==> src/qse_pkg.sv <==
// Shared types for the quicksort engine: sequencer states and the
// control bundles between the core and its range stack. No dependencies.
package qse_pkg;

  // Sequencer states of the core
  typedef enum logic [3:0] {
    S_LOAD,
    S_POP,
    S_RANGE,
    S_PIVOT,
    S_READ,
    S_CMP,
    S_SWAP,
    S_FIN_RD,
    S_FIN_HI,
    S_FIN_LO,
    S_PUSH_HI,
    S_PUSH_LO,
    S_EMIT_RD,
    S_EMIT
  } qse_state_e;

  // Requests from the core to the range stack
  typedef struct packed {
    logic push;
    logic pop;
  } qse_stack_req_t;

  // Status from the range stack
  typedef struct packed {
    logic empty;
    logic full;
  } qse_stack_rsp_t;

endpackage

==> src/quicksort_engine_core.sv <==
// Top level of the quicksort engine: element memory, sequencer and output
// register. Depends on qse_pkg and qse_range_stack.
//
// Values stream in one transfer per cycle into an element memory of DEPTH
// entries; values beyond DEPTH are taken and dropped. A transfer with last
// set closes the set: the block then stops taking input, sorts the stored
// values in ascending order by quicksort (Lomuto partition, pivot at the top
// of each range, ranges kept on an explicit stack) and streams them out,
// reading each value from memory and handing it to the output register
// once that is free, marking the final one with last_out. Partitioning runs
// through the element memory's single write port: each element is read and
// compared, one that moves to the low side takes a further swap step, and
// each range also takes a pop, a range latch, a pivot fetch, a final read,
// the writes that put the pivot in place and the pushes of its two parts.
// Input is taken again once the last value of the set has been handed to
// the output register. No clearing pass is needed after reset.
module quicksort_engine_core #(
  parameter int unsigned DEPTH      = 64,
  parameter int unsigned VALUE_BITS = 16
) (
  input  logic                  clk_i,
  input  logic                  rst_ni,
  input  logic                  in_valid_i,
  output logic                  in_stall_o,
  input  logic [VALUE_BITS-1:0] value_i,
  input  logic                  last_i,
  output logic                  out_valid_o,
  input  logic                  out_stall_i,
  output logic [VALUE_BITS-1:0] sorted_value_o,
  output logic                  last_out_o
);
  import qse_pkg::*;

  localparam int unsigned IDXW = $clog2(DEPTH);
  localparam int unsigned CNTW = $clog2(DEPTH + 1);

  // Sequencer and index registers
  qse_state_e        state_q, state_d;
  logic [CNTW-1:0]   count_q, count_d;
  logic [IDXW-1:0]   lo_q, lo_d, hi_q, hi_d, i_q, i_d, j_q, j_d, k_q, k_d;
  logic [VALUE_BITS-1:0] pivot_q, pivot_d;

  // Output register
  logic                  out_valid_q, out_valid_d;
  logic [VALUE_BITS-1:0] out_value_q, out_value_d;
  logic                  out_last_q, out_last_d;

  // Element memory ports
  logic [VALUE_BITS-1:0] elem_mem [DEPTH];
  logic                  rd_a_en, rd_b_en, mem_we;
  logic [IDXW-1:0]       rd_a_addr, rd_b_addr, mem_waddr;
  logic [VALUE_BITS-1:0] mem_wdata, rdata_a_q, rdata_b_q;

  // Range stack
  qse_stack_req_t  stk_req;
  qse_stack_rsp_t  stk_rsp;
  logic [IDXW-1:0] push_lo, push_hi, pop_lo, pop_hi;

  // Helpers
  logic            in_xfer, out_free, j_at_end, emit_last;
  logic [CNTW-1:0] n_total;

  assign in_stall_o = (state_q != S_LOAD);
  assign in_xfer    = in_valid_i && !in_stall_o;
  assign out_free   = !out_valid_q || !out_stall_i;
  assign n_total    = (count_q < CNTW'(DEPTH)) ? count_q + 1'b1 : count_q;
  assign j_at_end   = (({1'b0, j_q} + 1'b1) == {1'b0, hi_q});
  assign emit_last  = ((CNTW'(k_q) + 1'b1) == count_q);

  qse_range_stack #(
    .DEPTH (DEPTH)
  ) u_stack (
    .clk_i     (clk_i),
    .rst_ni    (rst_ni),
    .req_i     (stk_req),
    .push_lo_i (push_lo),
    .push_hi_i (push_hi),
    .rsp_o     (stk_rsp),
    .pop_lo_o  (pop_lo),
    .pop_hi_o  (pop_hi)
  );

  // Next state
  always_comb begin
    state_d = state_q;
    case (state_q)
      S_LOAD:    if (in_xfer && last_i) state_d = S_POP;
      S_POP:     state_d = stk_rsp.empty ? S_EMIT_RD : S_RANGE;
      S_RANGE:   state_d = (pop_lo >= pop_hi) ? S_POP : S_PIVOT;
      S_PIVOT:   state_d = S_READ;
      S_READ:    state_d = S_CMP;
      S_CMP: begin
        if (pivot_q > rdata_a_q) begin
          state_d = S_SWAP;
        end else begin
          state_d = j_at_end ? S_FIN_RD : S_READ;
        end
      end
      S_SWAP:    state_d = j_at_end ? S_FIN_RD : S_READ;
      S_FIN_RD:  state_d = S_FIN_HI;
      S_FIN_HI:  state_d = S_FIN_LO;
      S_FIN_LO:  state_d = S_PUSH_HI;
      S_PUSH_HI: state_d = S_PUSH_LO;
      S_PUSH_LO: state_d = S_POP;
      S_EMIT_RD: state_d = S_EMIT;
      S_EMIT: begin
        if (out_free) state_d = emit_last ? S_LOAD : S_EMIT_RD;
      end
      default:   state_d = S_LOAD;
    endcase
  end

  // Datapath control and memory ports
  always_comb begin
    count_d     = count_q;
    lo_d        = lo_q;
    hi_d        = hi_q;
    i_d         = i_q;
    j_d         = j_q;
    k_d         = k_q;
    pivot_d     = pivot_q;
    rd_a_en     = 1'b0;
    rd_a_addr   = j_q;
    rd_b_en     = 1'b0;
    rd_b_addr   = i_q;
    mem_we      = 1'b0;
    mem_waddr   = i_q;
    mem_wdata   = rdata_a_q;
    stk_req     = '0;
    push_lo     = lo_q;
    push_hi     = hi_q;
    out_valid_d = out_valid_q && out_stall_i;
    out_value_d = out_value_q;
    out_last_d  = out_last_q;
    case (state_q)
      S_LOAD: begin
        // Store the value unless the memory is full; seed the stack on last if two or more values are held
        if (in_xfer) begin
          count_d = n_total;
          if (count_q < CNTW'(DEPTH)) begin
            mem_we    = 1'b1;
            mem_waddr = count_q[IDXW-1:0];
            mem_wdata = value_i;
          end
          if (last_i && n_total >= CNTW'(2)) begin
            stk_req.push = 1'b1;
            push_lo      = '0;
            push_hi      = IDXW'(n_total - 1'b1);
          end
          k_d = '0;
        end
      end
      S_POP: begin
        stk_req.pop = 1'b1;
      end
      S_RANGE: begin
        // Latch the range and fetch its pivot
        lo_d      = pop_lo;
        hi_d      = pop_hi;
        i_d       = pop_lo;
        j_d       = pop_lo;
        rd_a_en   = 1'b1;
        rd_a_addr = pop_hi;
      end
      S_PIVOT: begin
        pivot_d = rdata_a_q;
      end
      S_READ: begin
        rd_a_en = 1'b1;
        rd_b_en = 1'b1;
      end
      S_CMP: begin
        // Smaller element: move it to slot i, old slot i goes next cycle
        if (pivot_q > rdata_a_q) begin
          mem_we    = 1'b1;
          mem_waddr = i_q;
          mem_wdata = rdata_a_q;
        end else begin
          j_d = j_q + 1'b1;
        end
      end
      S_SWAP: begin
        mem_we    = 1'b1;
        mem_waddr = j_q;
        mem_wdata = rdata_b_q;
        i_d       = i_q + 1'b1;
        j_d       = j_q + 1'b1;
      end
      S_FIN_RD: begin
        rd_b_en = 1'b1;
      end
      S_FIN_HI: begin
        mem_we    = 1'b1;
        mem_waddr = hi_q;
        mem_wdata = rdata_b_q;
      end
      S_FIN_LO: begin
        mem_we    = 1'b1;
        mem_waddr = i_q;
        mem_wdata = pivot_q;
      end
      S_PUSH_HI: begin
        if (({1'b0, i_q} + 1'b1) < {1'b0, hi_q}) begin
          stk_req.push = 1'b1;
          push_lo      = i_q + 1'b1;
          push_hi      = hi_q;
        end
      end
      S_PUSH_LO: begin
        if ({1'b0, i_q} > ({1'b0, lo_q} + 1'b1)) begin
          stk_req.push = 1'b1;
          push_lo      = lo_q;
          push_hi      = i_q - 1'b1;
        end
      end
      S_EMIT_RD: begin
        rd_a_en   = 1'b1;
        rd_a_addr = k_q;
      end
      S_EMIT: begin
        // Hand the value over once the output register frees up
        if (out_free) begin
          out_valid_d = 1'b1;
          out_value_d = rdata_a_q;
          out_last_d  = emit_last;
          k_d         = k_q + 1'b1;
          if (emit_last) count_d = '0;
        end
      end
      default: ;
    endcase
  end

  // Control registers
  always_ff @(posedge clk_i or negedge rst_ni) begin
    if (!rst_ni) begin
      state_q     <= S_LOAD;
      count_q     <= '0;
      out_valid_q <= 1'b0;
    end else begin
      state_q     <= state_d;
      count_q     <= count_d;
      out_valid_q <= out_valid_d;
    end
  end

  // Payload registers
  always_ff @(posedge clk_i) begin
    lo_q        <= lo_d;
    hi_q        <= hi_d;
    i_q         <= i_d;
    j_q         <= j_d;
    k_q         <= k_d;
    pivot_q     <= pivot_d;
    out_value_q <= out_value_d;
    out_last_q  <= out_last_d;
  end

  // Element memory: one write port, two registered read ports
  always_ff @(posedge clk_i) begin
    if (mem_we) begin
      elem_mem[mem_waddr] <= mem_wdata;
    end
    if (rd_a_en) begin
      rdata_a_q <= elem_mem[rd_a_addr];
    end
    if (rd_b_en) begin
      rdata_b_q <= elem_mem[rd_b_addr];
    end
  end

  assign out_valid_o    = out_valid_q;
  assign sorted_value_o = out_value_q;
  assign last_out_o     = out_last_q;

  // Partition indices stay ordered inside the current range
  a_part_order: assert property (@(posedge clk_i) disable iff (!rst_ni)
    (state_q == S_CMP || state_q == S_SWAP) |-> (i_q <= j_q && j_q < hi_q))
    else $error("partition indices out of order");

  // The range stack is never pushed while full
  a_stack_room: assert property (@(posedge clk_i) disable iff (!rst_ni)
    stk_req.push |-> !stk_rsp.full)
    else $error("range stack overflow");

  // Emission only happens with a nonempty set
  a_emit_count: assert property (@(posedge clk_i) disable iff (!rst_ni)
    (state_q == S_EMIT_RD) |-> (count_q != '0 && CNTW'(k_q) < count_q))
    else $error("emission beyond stored set");

  // A set closes with a marked value before input is taken again
  a_emit_close: assert property (@(posedge clk_i) disable iff (!rst_ni)
    (state_q == S_EMIT && state_d == S_LOAD) |=> (out_valid_q && out_last_q))
    else $error("set closed without final mark");

endmodule

==> src/qse_range_stack.sv <==
// Range stack of the quicksort engine: a synchronous memory of (low, high)
// index pairs with its top pointer. Depends on qse_pkg.
module qse_range_stack #(
  parameter int unsigned DEPTH = 64
) (
  input  logic                         clk_i,
  input  logic                         rst_ni,
  input  qse_pkg::qse_stack_req_t      req_i,
  input  logic [$clog2(DEPTH)-1:0]     push_lo_i,
  input  logic [$clog2(DEPTH)-1:0]     push_hi_i,
  output qse_pkg::qse_stack_rsp_t      rsp_o,
  output logic [$clog2(DEPTH)-1:0]     pop_lo_o,
  output logic [$clog2(DEPTH)-1:0]     pop_hi_o
);
  import qse_pkg::*;

  localparam int unsigned IDXW = $clog2(DEPTH);
  localparam int unsigned TOPW = $clog2(DEPTH + 1);

  logic [2*IDXW-1:0] stack_mem [DEPTH];
  logic [2*IDXW-1:0] rd_q;
  logic [TOPW-1:0]   top_q, top_d, top_dec;
  logic              do_push, do_pop;

  // Status and guarded operations
  assign rsp_o.full  = (top_q == TOPW'(DEPTH));
  assign rsp_o.empty = (top_q == '0);
  assign do_push     = req_i.push && !rsp_o.full;
  assign do_pop      = req_i.pop && !rsp_o.empty;
  assign top_dec     = top_q - 1'b1;

  // Advance the top pointer
  always_comb begin
    top_d = top_q;
    if (do_push) begin
      top_d = top_q + 1'b1;
    end else if (do_pop) begin
      top_d = top_dec;
    end
  end

  always_ff @(posedge clk_i or negedge rst_ni) begin
    if (!rst_ni) begin
      top_q <= '0;
    end else begin
      top_q <= top_d;
    end
  end

  // Write on push, registered read on pop
  always_ff @(posedge clk_i) begin
    if (do_push) begin
      stack_mem[top_q[IDXW-1:0]] <= {push_lo_i, push_hi_i};
    end
    if (do_pop) begin
      rd_q <= stack_mem[top_dec[IDXW-1:0]];
    end
  end

  assign pop_lo_o = rd_q[2*IDXW-1:IDXW];
  assign pop_hi_o = rd_q[IDXW-1:0];

endmodule

==> config.mk <==
export PLATFORM = sky130hd
export DESIGN_NAME = quicksort_engine_core
export DESIGN_NICKNAME = d
export VERILOG_FILES = /design/src/qse_pkg.sv /design/src/quicksort_engine_core.sv /design/src/qse_range_stack.sv
export SDC_FILE = /design/constraint.sdc
export NUM_CORES = 2
export LEC_CHECK = 0
export BUFFER_PORTS_ARGS = -buffer_cell sky130_fd_sc_hd__buf_2
export CORE_MARGIN = 2
export CORE_UTILIZATION = 40
export CTS_BUF_LIST = sky130_fd_sc_hd__clkbuf_2 sky130_fd_sc_hd__clkbuf_4 sky130_fd_sc_hd__clkbuf_8
export CTS_CLUSTER_DIAMETER = 150
export DETAILED_ROUTE_END_ITERATION = 8
export HOLD_SLACK_MARGIN = 0.15
export PLACE_DENSITY = 0.59
export SLEW_MARGIN = 40
export SYNTH_ARGS = -nofsm -noshare
export SYNTH_HDL_FRONTEND = slang
export SYNTH_HIERARCHICAL = 1
export SYNTH_SLANG_ARGS = --single-unit
==> constraint.sdc <==
create_clock -name clk_i -period 7.2 [get_ports clk_i]
set_clock_uncertainty 0.15 [all_clocks]
set_input_delay 0.72 -clock clk_i [delete_from_list [all_inputs] [get_ports clk_i]]
set_output_delay 0.72 -clock clk_i [all_outputs]
set_load 0.03 [all_outputs]
==> qor.txt <==
FFs w/ async S/R, synth -> 0.9906%
Initial antenna violation count -> 14
Vias in the first global route -> 53,081
CP cell instances -> nor4_2, nand2_1, nor2_2, buf_4, nor2_1, a221oi_1, nand3_1, nor3_4, buf_4
Yosys Warn Count -> 6
CTS tree -> done
Power Total -> 45.72 mW
Max Cap Violations -> 0
Synth Area in XOR/XNOR -> 0.5071%
R2r startpoint -> state_q[0]
Post-CTS Setup Bufs -> 0
Remaining DRCs -> 0
Die area -> 217,800 um^2
Combinational family with the most area after synthesis -> multiplexers
Outcome -> complete, no violations
Crit path max fanout -> 29
Worst endpoint required time -> 7720 ps
Gpl congestion -> 0.9095
VDD IR max -> 465.1 uV
PwrDens -> 471.3 nW/um^2
R2r setup slk -> 1710 ps
Die height -> 466.6 um
Slew Limit Headroom -> 35.98%
F_max -> 0.1820 GHz
Hold Fails Final Rpt -> 0
Worst Hold Class -> in -> reg
Placement Cell Area -> 90,620 um^2
CP max stage cell -> nor4_2
FP Rows -> 169
Lkg Pwr -> 31.38 nW
Share of cells above drive strength 1 -> 24.54%
Area of the core -> 212,500 um^2
Sinks on Clock Net -> 1,918
Mapped Area -> 85,620 um^2
Drt initial violations -> 7,722
CP max stage delay -> 770 ps
Worst-path clk slew -> 60 ps
Final setup vio count -> 0
EDFF count, synth -> 1,899
Clock Path Buffers -> 4
Post-Syn Nets -> 5,568
Max Slew Vio Count -> 0
Vias -> 54,176
Post-synthesis adder-cell area fraction -> 0.6430%
Mux cell area share after synthesis -> 14.34%
Cts repair resizes -> 0
CP startpoint -> state_q[0]
Final cell count without fillers -> 8,800
Reg2reg end -> elem_mem[20][3]
Main synth FF type -> edfxtp_1
Final Critical Period -> 5494 ps
Placed cells -> 8,211
CP Capture Type -> flop
Setup_tns -> 0 ps
Initial Utilization -> 40.29%
Netlist cell types -> 78
Setup ws final -> 1706 ps
Synth Register Bits -> 1,918
Tcrit/Tclk final -> 76.31%
Pin count of the biggest net entering global routing -> 140
Post-DP HPWL -> 164.5 mm
Clk Latency, worst-skew pair -> 1050 ps
Unrepaired setup endpoints after global routing -> no
Slew @ Worst Pin -> 947.9 ps
Vias per cell -> 6.156
Post-Synth Simple-Gate Area -> 9.135%
GRT Total Usage -> 24.83%
Worst-case reg-to-reg path depth -> 9
Setup WS pre-CTS -> 1716 ps
Syn-to-layout area delta -> 13.29%
Average wire per cell in the routed design -> 31.23 um
Mean area per synthesized cell -> 15.56 um^2
Pre-antenna DRT Iters -> 7
H-tree level count -> 5
Crit path to -> elem_mem[20][3]
Root Driver -> clkbuf_8
I/O pin count -> 40
Antenna viol nets, final -> 0
First-pass GRT wire length -> 388.4 mm
Most frequent CP cell -> buf_4
Grt ovf -> 0
Compound-Gate Fraction of Synth Area -> 5.679%
Number of nets in the layout -> 5,801
Gate Count Post-Synth -> 5,503
Quantity of I/O buffers inserted on ports -> 39
Fin area -> 96,990 um^2
CTS buffer count -> 333
CP arrival -> 6010 ps
Die Width -> 466.6 um
Startpoint Class -> flop
Routed WL -> 274.8 mm
WS Path Type -> reg -> reg
Sequential area share after synthesis -> 67.16%
[stage by stage]
| stage | util (%) | hold WS [ps] |
|---|---|---|
| after detailed placement | 42.64 | 370.8 |
| after CTS | 45.57 | 180.9 |
| final | 45.64 | 284.3 |
| after floorplan | - | 274.4 |
| after global routing | 45.64 | 263.2 |
| after global placement | 42.47 | 376.8 |
[where the power goes]
group	total, mW	switching [mW]	internal (mW)	leakage, nW
clock network	9.51	4.44	5.07	3.26
registers	15.7	0.601	15.1	17.4
logic	20.5	14.3	6.14	10.8
total	45.7	19.4	26.3	31.4
[area by class of cell]
cell class              count  area (um^2)
diodes                      9        22.52
clock buffers             428         5328
clock inverters           141        813.3
fillers                 18407       115500
inverters                 108        405.4
multi-input cells        3076        26840
flip-flops and latches   1918        57500
well taps                2821         3530
repair buffers            299         2549
[state kept, by name, indices dropped and copies added (netlist names), 6 cells and up]
name / cells
count_q: 7
lo_q: 6
rdata_a_q: 16
i_q: 6
j_q: 6
rdata_b_q: 16
elem_mem: 1024
hi_q: 6
sorted_value_o: 16
u_stack/rd_q: 12
u_stack/stack_mem: 768
k_q: 6
pivot_q: 16
u_stack/top_q: 7
[cell usage after synthesis, types with 5 or more instances]
| cell type | instances | area [um^2] |
|---|---|---|
| nand4_1 | 110 | 688.2 |
| o21ai_1 | 20 | 100.1 |
| a211oi_1 | 62 | 465.5 |
| nor2_1 | 132 | 495.5 |
| o21a_1 | 13 | 97.59 |
| mux2i_1 | 97 | 970.9 |
| buf_6 | 18 | 202.7 |
| a221oi_1 | 10 | 87.58 |
| inv_1 | 108 | 405.4 |
| buf_1 | 53 | 198.9 |
| and2_1 | 5 | 31.28 |
| nor3_1 | 81 | 405.4 |
| xnor2_1 | 22 | 192.7 |
| xor2_1 | 25 | 219.0 |
| nand2_1 | 883 | 3314 |
| a22oi_1 | 6 | 45.04 |
| a21boi_0 | 98 | 735.7 |
| clkbuf_1 | 241 | 904.6 |
| o21ai_0 | 37 | 185.2 |
| or3_1 | 20 | 125.1 |
| dfrtp_1 | 19 | 475.5 |
| nand3_1 | 328 | 1642 |
| nand2b_1 | 12 | 75.07 |
| nor2b_1 | 106 | 663.1 |
| o221ai_1 | 14 | 122.6 |
| a31oi_1 | 70 | 437.9 |
| edfxtp_1 | 1899 | 57020 |
| o41ai_1 | 63 | 551.8 |
| mux4_2 | 495 | 11150 |
| a21o_1 | 13 | 97.59 |
| o22ai_1 | 31 | 193.9 |
| buf_4 | 5 | 37.54 |
| and3_1 | 10 | 62.56 |
| a2111oi_0 | 60 | 525.5 |
| a222oi_1 | 16 | 160.2 |
| a32oi_1 | 49 | 429.2 |
| mux2_2 | 14 | 157.7 |
| ha_1 | 44 | 550.5 |
| a221o_1 | 9 | 90.09 |
| buf_2 | 83 | 415.4 |
| a21oi_1 | 60 | 300.3 |
[cells in the final DEF, fill, tap and decap left out, types with 60 or more instances in the layout]
cell type	count
a2111oi_0	60
a211oi_1	62
a21boi_0	97
a31oi_1	69
buf_4	217
clkbuf_4	90
clkbuf_8	338
clkinv_1	82
edfxtp_1	1899
inv_1	107
mux2i_1	92
mux4_2	495
nand2_1	867
nand3_1	328
nand4_1	110
nor2_1	102
nor2b_1	106
nor3_2	62
[worst min path at each step]
stage / end / slack, ps / startpoint / cells past startpoint
detailed placement: lo_q[0] / 370 / u_stack/rd_q[6] / 0
global placement: lo_q[0] / 380 / u_stack/rd_q[6] / 0
global route: elem_mem[59][9] / 260 / value_i[9] / 3
floorplan: count_q[0] / 270 / rst_ni / 0
CTS: elem_mem[49][9] / 180 / value_i[9] / 3
finish: elem_mem[49][9] / 280 / value_i[9] / 3
[kinds of logic (layout without fill, tap and decap cells)]
family | Yosys count | count (layout)
muxes | 606 | 606
and+or+nand+nor | 1722 | 1722
AOI/OAI and AO/OA | 656 | 656
adders and majority gates | 44 | 44
xor gates and xnor gates | 48 | 48
buffers and inverters | 509 | 976
DFF | 1918 | 1918
other | 0 | 9
[layer usage]
metal	track usage, %	vias to the layer above	share of wire [%]
li1	-	22366	-
met1	32.84	27664	38
met2	38.22	3382	46
met3	5.788	752	10
met4	13.06	12	5.7
met5	0	-	0.029
[worst max-delay path, delay by kind of cell, from the launching register on]
family	cells	cell delay, ps
AOI/OAI and AO/OA	1	630
buffers and inverters	2	760
and+or+nand+nor	6	2950
DFF	1	630
[timing repair]
action,4_1_cts,5_1_grt
hold buffers,7,0
setup endpoints to repair,0,0
endpoints found under the hold margin,44,0
No activity file was read; power rests on OpenSTA's default activity.
